==> src/hdl/ecr_pkg.sv <==
package ecr_pkg;

	localparam int IDX_W  = 12;
	localparam int POS_W  = 16;
	localparam int VEL_W  = 16;
	// position and velocity differences
	localparam int DIFF_W = POS_W + 1;
	// one squared difference, always below 2^32
	localparam int SQ_W   = 2 * POS_W;
	localparam int DD_W   = SQ_W + 1;
	// one dv*d product, signed
	localparam int PROD_W = SQ_W + 1;
	localparam int DOT_W  = PROD_W + 1;
	// dot * d, signed, magnitude below 2^49
	localparam int MAG_W  = DOT_W + POS_W - 1;
	localparam int NUM_W  = MAG_W + 1;
	// the impulse never exceeds |dv|, so 17 quotient bits are enough
	localparam int QUO_W  = VEL_W + 1;
	localparam int SUM_W  = VEL_W + 3;

	localparam int GEOM_STAGES = 5;
	localparam int DEPTH       = GEOM_STAGES + QUO_W + 1;
	localparam int OCC_W       = $clog2(DEPTH + 1);

	localparam logic signed [SUM_W-1:0] SAT_HI = SUM_W'((2 ** (VEL_W - 1)) - 1);
	localparam logic signed [SUM_W-1:0] SAT_LO = SUM_W'(-(2 ** (VEL_W - 1)));

	typedef struct packed {
		logic        [IDX_W-1:0] idx_a;
		logic        [IDX_W-1:0] idx_b;
		logic        [POS_W-1:0] pos_ax;
		logic        [POS_W-1:0] pos_ay;
		logic        [POS_W-1:0] pos_bx;
		logic        [POS_W-1:0] pos_by;
		logic signed [VEL_W-1:0] vel_ax;
		logic signed [VEL_W-1:0] vel_ay;
		logic signed [VEL_W-1:0] vel_bx;
		logic signed [VEL_W-1:0] vel_by;
	} pair_t;

	typedef struct packed {
		logic        [IDX_W-1:0] idx_a;
		logic        [IDX_W-1:0] idx_b;
		logic signed [VEL_W-1:0] vel_ax;
		logic signed [VEL_W-1:0] vel_ay;
		logic signed [VEL_W-1:0] vel_bx;
		logic signed [VEL_W-1:0] vel_by;
		logic                    coinc;
	} side_t;

	typedef struct packed {
		side_t             side;
		logic [DD_W-1:0]   dd;
		logic [MAG_W-1:0]  rem_x;
		logic [MAG_W-1:0]  rem_y;
		logic              neg_x;
		logic              neg_y;
		logic [QUO_W-1:0]  quo_x;
		logic [QUO_W-1:0]  quo_y;
	} div_t;

	typedef struct packed {
		logic        [IDX_W-1:0] idx_a;
		logic        [IDX_W-1:0] idx_b;
		logic signed [VEL_W-1:0] vel_ax;
		logic signed [VEL_W-1:0] vel_ay;
		logic signed [VEL_W-1:0] vel_bx;
		logic signed [VEL_W-1:0] vel_by;
		logic                    coinc;
		logic                    clipped;
	} res_t;

endpackage

==> src/hdl/ecr_final.sv <==
module ecr_final (
	input  logic          clk,
	input  logic          arst_n,
	input  logic          in_valid,
	output logic          in_ready,
	input  ecr_pkg::div_t in_data,
	output logic          out_valid,
	input  logic          out_ready,
	output ecr_pkg::res_t out_data
);
	import ecr_pkg::*;

	logic                    en;
	logic                    v_s;
	res_t                    res_s;
	logic signed [QUO_W:0]   kx_w, ky_w;
	logic signed [SUM_W-1:0] sax_w, say_w, sbx_w, sby_w;
	logic        [VEL_W:0]   rax_w, ray_w, rbx_w, rby_w;

	// returns {clip, value}
	function automatic logic [VEL_W:0] sat_vel(input logic signed [SUM_W-1:0] v);
		logic [VEL_W:0] r;
		if (v > SAT_HI) begin
			r = {1'b1, SAT_HI[VEL_W-1:0]};
		end else if (v < SAT_LO) begin
			r = {1'b1, SAT_LO[VEL_W-1:0]};
		end else begin
			r = {1'b0, v[VEL_W-1:0]};
		end
		return r;
	endfunction

	assign en        = !v_s || out_ready;
	assign in_ready  = en;
	assign out_valid = v_s;
	assign out_data  = res_s;

	assign kx_w  = in_data.neg_x ? -$signed({1'b0, in_data.quo_x}) : $signed({1'b0, in_data.quo_x});
	assign ky_w  = in_data.neg_y ? -$signed({1'b0, in_data.quo_y}) : $signed({1'b0, in_data.quo_y});
	assign sax_w = SUM_W'(in_data.side.vel_ax) + SUM_W'(kx_w);
	assign say_w = SUM_W'(in_data.side.vel_ay) + SUM_W'(ky_w);
	assign sbx_w = SUM_W'(in_data.side.vel_bx) - SUM_W'(kx_w);
	assign sby_w = SUM_W'(in_data.side.vel_by) - SUM_W'(ky_w);
	assign rax_w = sat_vel(sax_w);
	assign ray_w = sat_vel(say_w);
	assign rbx_w = sat_vel(sbx_w);
	assign rby_w = sat_vel(sby_w);

	always_ff @(posedge clk or negedge arst_n) begin
		if (!arst_n) begin
			v_s <= 1'b0;
		end else if (en) begin
			v_s <= in_valid;
		end
	end

	always_ff @(posedge clk) begin
		if (en) begin
			res_s.idx_a <= in_data.side.idx_a;
			res_s.idx_b <= in_data.side.idx_b;
			res_s.coinc <= in_data.side.coinc;
			// pass velocities through untouched when the centers coincide
			if (in_data.side.coinc) begin
				res_s.vel_ax  <= in_data.side.vel_ax;
				res_s.vel_ay  <= in_data.side.vel_ay;
				res_s.vel_bx  <= in_data.side.vel_bx;
				res_s.vel_by  <= in_data.side.vel_by;
				res_s.clipped <= 1'b0;
			end else begin
				res_s.vel_ax  <= rax_w[VEL_W-1:0];
				res_s.vel_ay  <= ray_w[VEL_W-1:0];
				res_s.vel_bx  <= rbx_w[VEL_W-1:0];
				res_s.vel_by  <= rby_w[VEL_W-1:0];
				res_s.clipped <= rax_w[VEL_W] | ray_w[VEL_W] | rbx_w[VEL_W] | rby_w[VEL_W];
			end
		end
	end

endmodule

==> config.mk <==
export PLATFORM = sky130hd
export DESIGN_NAME = ecr_final
export DESIGN_NICKNAME = d
export VERILOG_FILES = /design/src/hdl/ecr_pkg.sv /design/src/hdl/ecr_final.sv
export SDC_FILE = /design/constraint.sdc
export NUM_CORES = 1
export LEC_CHECK = 0
export BUFFER_PORTS_ARGS = -buffer_cell sky130_fd_sc_hd__buf_2
export CAP_MARGIN = 20
export CORE_MARGIN = 10
export CORE_UTILIZATION = 42
export CTS_CLUSTER_SIZE = 30
export DETAILED_ROUTE_END_ITERATION = 12
export PLACE_DENSITY = 0.69
export SETUP_SLACK_MARGIN = 0.05
export SLEW_MARGIN = 5
export SYNTH_ARGS = -nofsm -noshare
export SYNTH_HDL_FRONTEND = slang
export SYNTH_SLANG_ARGS = --single-unit
==> constraint.sdc <==
create_clock -name clk -period 3.7 [get_ports clk]
set_clock_uncertainty 0.2 [all_clocks]
set_input_delay 0.37 -clock clk [delete_from_list [all_inputs] [get_ports clk]]
set_output_delay 0.37 -clock clk [all_outputs]
set_load 0.03 [all_outputs]
After elaboration in Yosys (flattened, before gate mapping) --
Index checks and enable logic that the tools add are counted.
Cells by class: reduce and logical (&&, ||, !) cells 2, magnitude comparators 8, multiplexer cells 11, add/subtract/negate cells 6, bitwise gates (word level) 3
Operators by type and width (count):
- $mux W17 | 8
- $gt A19 B16 Y1 const B | 4
- $lt A19 B16 Y1 const B | 4
- $mux W64 | 1
- $add A16 B18 Y19 | 2
- $sub A16 B18 Y19 | 2
- $mux W18 | 2
- $neg A17 Y18 | 2
- $or A1 B1 Y1 | 3
- $logic_not A1 Y1 | 1
- $logic_or A1 B1 Y1 | 1
Storage, ports and cells: register bits after elaboration 91, output and inout port bits 92, logic and storage cells 39, input bits 260

Longest topological paths before layout --
Gate-level depths: netlist of the first run.
depth in word-level cells 9, depth in mapped cells 20, gate-level depth less buffers 19

Worst setup path after synthesis of the first run --
No wires, ideal clock.
kind in2reg, start input in_data[19] in the netlist's numbering, end register res_s (netlist bit out_data[58]) (data pin), buffers on the path 2, library setup time 0.269 ns, stages 17, required time 3.231 ns, path slack -0.971 ns, arrival time 4.202 ns, path through or4_1 -> buf_2 -> or3_1 -> o31ai_1 -> xnor2_1 -> ha_1 -> and4_1 -> and3_1 -> a211oi_1 -> a22oi_1 -> a2bb2oi_1 -> or3_1 -> and3_1 -> a21bo_2 -> buf_2 -> o21ai_0 -> o21ai_0
On the way: longest elaborated chain between the ends 7, elaborated cells between the ends (all ways) 8, classes of those cells add/sub (2); order compare (2); mux (4)
RTL lines:
- start: declaration | RTL line ecr_final.sv:6 | input ecr_pkg::div_t in_data,
- $neg A17 Y18 | RTL line ecr_final.sv:38 | assign kx_w = in_data.neg_x ? -$signed({1'b0, in_data.quo_x}) : $signed({1'b0, in_data.quo_x});
- $mux W18 (*) | RTL line ecr_final.sv:38
- $add A16 B18 Y19 (*) | RTL line ecr_final.sv:40 | assign sax_w = SUM_W'(in_data.side.vel_ax) + SUM_W'(kx_w);
- $lt A19 B16 Y1 | RTL line ecr_final.sv:25 | end else if (v < SAT_LO) begin
- $mux W17 | RTL line ecr_final.sv:25
- $mux W17 (*) | RTL line ecr_final.sv:23 | if (v > SAT_HI) begin
- $mux W64 (*) | RTL line ecr_final.sv:63 | if (in_data.side.coinc) begin
- end: declaration | RTL line ecr_final.sv:15 | res_t res_s;
Mark *: on every way between the ends. The rest lies on a longest branch, timed or not. A chain may end at the register's enable or synchronous reset.

Worst setup path in the final report of the first run --
Ends and elaborated chain as after synthesis.

==> results of run 1 <==
[state kept, by name (all words and copies together), names as in the netlist]
| signal | cells |
|---|---|
| out_valid | 1 |
| out_data | 90 |
[power by group through the flow]
stage / Sequential [mW] / Combinational, mW / Clock, mW
after floorplan: 1.66 / 1.25 / 0
after CTS: 1.35 / 2.77 / 0.967
after global routing: 1.37 / 3.34 / 1.01
final: 1.35 / 3.14 / 0.964
after global placement: 1.37 / 2.45 / 0
after detailed placement: 1.37 / 2.49 / 0
[worst max-delay path, cell delays in order]
cell	delay (ps)
buf_6	90
or4_4	530
or3_4	410
o31ai_4	210
xnor2_2	90
buf_4	140
ha_4	270
and4_4	250
nand3_2	90
a211o_1	330
a22oi_2	190
a2bb2oi_2	180
o21ai_0	150
a211oi_2	270
buf_4	190
nor2_4	70
buf_4	150
o21ai_2	120
o21ai_1	80
[cells by family (layout without fill, tap and decap cells)]
logic type               after synthesis  after routing
adder cells (fa/ha/maj)               76             76
multiplexers                           4              4
flip-flops                            91             91
buffers and inverters                103            616
other                                  0              2
XOR/XNOR                              89             89
AND/OR/NAND/NOR                      225            226
AO/OA/AOI/OAI                        315            317
[final cells by class]
cell class	instances	share of cell area, %
multi-input cells	712	46.4
clock buffers	9	1.66
repair buffers	523	26.6
clock inverters	7	0.600
well taps	260	2.40
inverters	77	2.15
flip-flops and latches	91	20.1
diodes	2	0.0369
[layer usage]
layer / vias to the layer above / track usage, % / wire length [um]
met4: 8 / 8.43 / 1050
met2: 358 / 38.2 / 15100
met3: 74 / 4.13 / 2270
met1: 4273 / 26.2 / 12400
li1: 4346 / - / -
met5: - / 0 / 53
[cells in the mapped netlist, types with 5 or more instances]
cell type,n
a211o_1,7
a211oi_1,16
a21o_1,19
a21oi_1,78
a2bb2oi_1,19
and3_1,5
buf_2,5
clkbuf_1,20
edfxtp_1,90
ha_1,72
inv_1,76
nand2_1,93
nand2b_1,23
nand3_1,13
nor2_1,45
nor2b_1,6
nor3_1,10
o211ai_1,13
o21a_1,10
o21ai_0,66
o21ai_1,25
o21bai_1,5
o22ai_1,5
o31ai_1,8
or3_1,9
or4_1,5
xnor2_1,55
xor2_1,33
[path summary, 6_finish.rpt]
kind | cells after the start | slack, ps | to
worst min register to register | 1 | 780 | out_data[70]$_DFFE_PP_
max in group asynchronous | 2 | 3100 | out_valid$_DFFE_PN0P_
min in group asynchronous | 2 | 120 | out_valid$_DFFE_PN0P_
worst min-delay path | 2 | 5 | out_valid$_DFFE_PN0P_
worst max-delay path | 19 | -600 | out_data[58]$_DFFE_PP_
worst max register to register | 2 | 1910 | out_data[17]$_DFFE_PP_
[what timing repair did]
item                                    4_1_cts  5_1_grt
buffers inserted                             15       19
resized for setup                           116      131
pin swaps                                    49       82
hold buffers                                 25        0
endpoints found under the setup margin       63       65
hold endpoints to repair                     25        0
cloned                                        4        0
==> run summary, run 1 <==
status: finished, violations left
failing checks: negative setup slack
Via-to-Cell Ratio: 5.39
Net Switching: 2.24 mW
switching share of power: 41.1%
placed cell count: 1603
final worst path period need: 4300 ps
Critical Path RT: 3610 ps
syn nets: 1239
part of the cycle the worst path needs: 116%
total power: 5.45 mW
pwr/cell area: 402 nW/um2
most frequent cells in the layout: 250 x buf_4, 216 x buf_2, 90 x edfxtp_1, 84 x nand2_1, 70 x inv_1
core area: 18800 um2
multiplexer area fraction after synthesis: 0.527%
Routed Antenna Nets: 0
clock share of power: 17.7%
Residual DRC: 0
final hold violation count: 0
P_int: 3.21 mW
initial antenna violation count: 6
GR Util All Layers: 21.9%
f_max: 0.233 GHz
number of port buffers: 220
EDFF count, synth: 90
htree depth: 3
Iter 0 DRT Violations: 437
WL/cell: 18.4 um
clk buf depth: 2
HPWL after detailed placement: 22.0 mm
grt ovf: 0
Logic pwr share: 57.5%
fin nets: 1750
Worst Path Max Fanout: 5
synthesized instance count: 903
first-pass GRT wire length: 44.0 mm
Synth cell types: 67
Final Setup Violations: 63
storage element area: 2730 um2
register area share after synthesis: 33.8%
die height: 159 um
Yosys top cell area share: 33.5%
synthesized flop and latch total: 91
fillers: 1289
Seq pwr share: 24.8%
Critical Path End Type: register
worst r2r src: out_valid$_DFFE_PN0P_
post-layout util: 72.0%
vias: 9059
RSZ-0062 raised after global routing: yes
CTS Buf Count: 9
DP Area: 11500 um2
ys async rst share: 1.10%
Setup crit start kind: input pin
Starting Density: 42.9%
clk root buf: clkbuf_16
Min Hold Slack: 5.27 ps
Synth-to-Final Area Change: 67.9%
Setup crit start: in_data[19]
Mapped Area: 8070 um2
Synth area leaders: edfxtp_1 33%, ha_1 11%, xnor2_1 6.0%
Rows: 50
clock latency on the worst-skew pair: 360 ps
adder-cell area share of the yosys netlist: 12.2%
kind of critical path: input pin to register
number of clock sinks: 91
die area: 25200 um2
Place WS: -1260 ps
commonest non-fill, non-tap cell in the layout: buf_4
first drt pass iteration count: 5
Multi-input gate area: 6290 um2
vias in the first global route: 8912
Leak: 6.12 nW
simple-gate share of the synthesized area: 13.0%
compound-cell area share of the yosys netlist: 25.8%
ys flop type: edfxtp_1
Pins Over Slew Limit: 0
Max VDD drop: 0.000235 V
Arrival @ worst endpoint: 4210 ps
Hold Startpoint: in_valid
clock slew at reported path FFs: 80 ps
Post-Synth XOR/XNOR Area: 9.75%
yosys warns: 0
Relative slew margins: 50.6%
final setup margin: -597 ps
Worst Tran Pin Value: 741 ps
largest net degree at the start of global routing: 54
final WL: 30.9 mm
Die Span X: 159 um
TritonCTS clock tree: yes
Min-Delay Path Class: input pin to register
Mapped Avg Cell Area: 8.94 um2
Ports: 352
main combinational cell family by area after synthesis: compound AO/OA/AOI/OAI gates
Finished Layout Cells: 1681
cell taking the most area after synthesis: edfxtp_1
share of cells above drive strength 1: 50.7%
max_cap viols: 0
Final Instance Area: 13600 um2
gpl congestion: 0.983
Total Negative Setup Slacks: -28030 ps
No activity file was read; power rests on OpenSTA's default activity.
==> run 2: changes to the inputs <==
--- a/config.mk
+++ b/config.mk
@@ -17,3 +17,4 @@
 export SYNTH_ARGS = -nofsm -noshare
 export SYNTH_HDL_FRONTEND = slang
 export SYNTH_SLANG_ARGS = --single-unit
+export TNS_END_PERCENT = 30
==> run 2 against run 1 <==
Against the previous run: the run still ends with negative setup slack left; hold slack better by 19 ps; sequential power about the same; clock-buffer cell count unchanged; combinational power down 6.7%; register-to-register slack worse by 120 ps; fmax about the same; setup slack about the same; wire length down 4.8%; first-iteration DRC count up 18%; core utilization down 2.9 points; die area unchanged; largest power group unchanged; highest routed layer unchanged.
==> run summary, run 2 (synthesis gave the netlist of run 1 again) <==
Total Negative Setup Slacks: -27340 ps
Setup crit start kind: input pin
Ports: 352
most used cell, CP: buf_4
Final Setup Violations: 63
Rows: 50
fin nets: 1747
clock slew at reported path FFs: 90 ps
HPWL after detailed placement: 22.3 mm
Via-to-Cell Ratio: 5.30
Die Span X: 159 um
GR Util All Layers: 22.0%
Critical Path Stages: 22
Worst Tran Pin Value: 901 ps
worst path cell trace: buf_6, or4_4, or3_4, buf_4, nand2_1, xnor2_2, ha_1, buf_4, a21oi_1, o21ai_2, a211oi_2, buf_4, a21o_1, a31oi_1, xor2_1, buf_4, a211oi_4, buf_4, nor2_4, buf_6, a31oi_1, o22ai_1
critical path's largest stage delay: 520 ps
Min Hold Slack: 24.5 ps
largest net degree at the start of global routing: 80
Slowest-stage cell, CP: or4_4
Relative slew margins: 39.9%
final hold violation count: 0
final worst path period need: 4300 ps
post-layout util: 69.1%
Pins Over Slew Limit: 0
clock share of power: 18.0%
gpl congestion: 0.907
Max VDD drop: 0.000219 V
final WL: 29.4 mm
storage element area: 2730 um2
Routed Antenna Nets: 0
part of the cycle the worst path needs: 116%
number of clock sinks: 91
most frequent cells in the layout: 259 x buf_4, 216 x buf_2, 92 x nand2_1, 90 x edfxtp_1, 71 x a21oi_1
Seq pwr share: 25.9%
number of port buffers: 220
vias in the first global route: 8683
status: finished, violations left
clk root buf: clkbuf_16
clock latency on the worst-skew pair: 350 ps
first-pass GRT wire length: 43.9 mm
vias: 8881
Net Switching: 2.09 mW
CTS Buf Count: 9
commonest non-fill, non-tap cell in the layout: buf_4
top cell family by delay on the critical path: compound AO/OA/AOI/OAI gates
RSZ-0062 raised after global routing: yes
htree depth: 3
CP Buf/Inv Count: 7
Arrival @ worst endpoint: 4190 ps
Iter 0 DRT Violations: 517
max_cap viols: 0
Worst Path Max Fanout: 6
Multi-input gate area: 5770 um2
first drt pass iteration count: 5
Residual DRC: 0
switching share of power: 40.0%
Critical Path End Type: register
kind of critical path: input pin to register
clk buf depth: 2
placed cell count: 1609
hold path cells: 2
Finished Layout Cells: 1677
die area: 25200 um2
WL/cell: 17.5 um
TritonCTS clock tree: yes
failing checks: negative setup slack
die height: 159 um
Min-Delay Path Class: input pin to register
initial antenna violation count: 2
final setup margin: -597 ps
Synth-to-Final Area Change: 61.1%
fillers: 1409
pwr/cell area: 401 nW/um2
grt ovf: 0
Starting Density: 42.9%
P_int: 3.13 mW
Critical Path RT: 3590 ps
Logic pwr share: 56.1%
Leak: 6.03 nW
Worst Reg-to-Reg Cells: 2
share of cells above drive strength 1: 45.8%
max reg flops: 90
f_max: 0.233 GHz
Place WS: -1500 ps
core area: 18800 um2
-- run 2: path summary, 6_finish.rpt --
| kind | slack (ps) | endpoint | from |
|---|---|---|---|
| hold / removal | 20 | out_valid$_DFFE_PN0P_ | in_valid |
| setup reg to reg | 1790 | out_data[19]$_DFFE_PP_ | out_valid$_DFFE_PN0P_ |
| min in group asynchronous | 130 | out_valid$_DFFE_PN0P_ | arst_n |
| hold reg to reg | 960 | out_valid$_DFFE_PN0P_ | out_valid$_DFFE_PN0P_ |
| setup / recovery | -600 | out_data[63]$_DFFE_PP_ | in_data[19] |
| max in group asynchronous | 3090 | out_valid$_DFFE_PN0P_ | arst_n |
-- run 2: what timing repair did --
item                       4_1_cts  5_1_grt
pin swaps                       50       46
setup endpoints to repair       65       65
setup buffers                   13        9
hold endpoints to repair        25        0
cloned                           2        2
gates resized for setup        117       67
hold buffers                    25        0
-- run 2: power by group through the flow --
stage	registers, mW	logic (mW)	clock network (mW)
finish	1.35	2.93	0.938
global route	1.37	3.15	0.991
CTS	1.35	2.73	0.951
detailed placement	1.37	2.45	0
global placement	1.37	2.42	0
floorplan	1.66	1.18	0
-- run 2: metrics by stage --
stage / power, mW / cell area [um2]
after floorplan: 2.83 / 8220
after global placement: 3.79 / 11400
after detailed placement: 3.82 / 11400
after CTS: 5.03 / 12500
after global routing: 5.51 / 13000
final: 5.21 / 13000
-- run 2: worst register-to-register path: stages, from the launching register on --
cell and delay (ps):
dfrtp_1 410, nand2b_4 680, buf_12 310
-- run 2: per-layer routing --
layer	vias up	part of all wire [%]	GRT usage, %
met5	-	0.034	0
met4	2	2.3	6.75
met3	43	7.5	4.24
met2	313	47	36.2
met1	4195	43	28.4
li1	4328	-	-
-- run 2: cell type report --
| class | instances | share of cell area, % |
|---|---|---|
| flip-flops and latches | 91 | 21.0 |
| multi-input cells | 710 | 44.3 |
| inverters | 77 | 2.24 |
| diodes | 1 | 0.0192 |
| repair buffers | 522 | 27.7 |
| well taps | 260 | 2.50 |
| clock buffers | 9 | 1.73 |
| clock inverters | 7 | 0.529 |
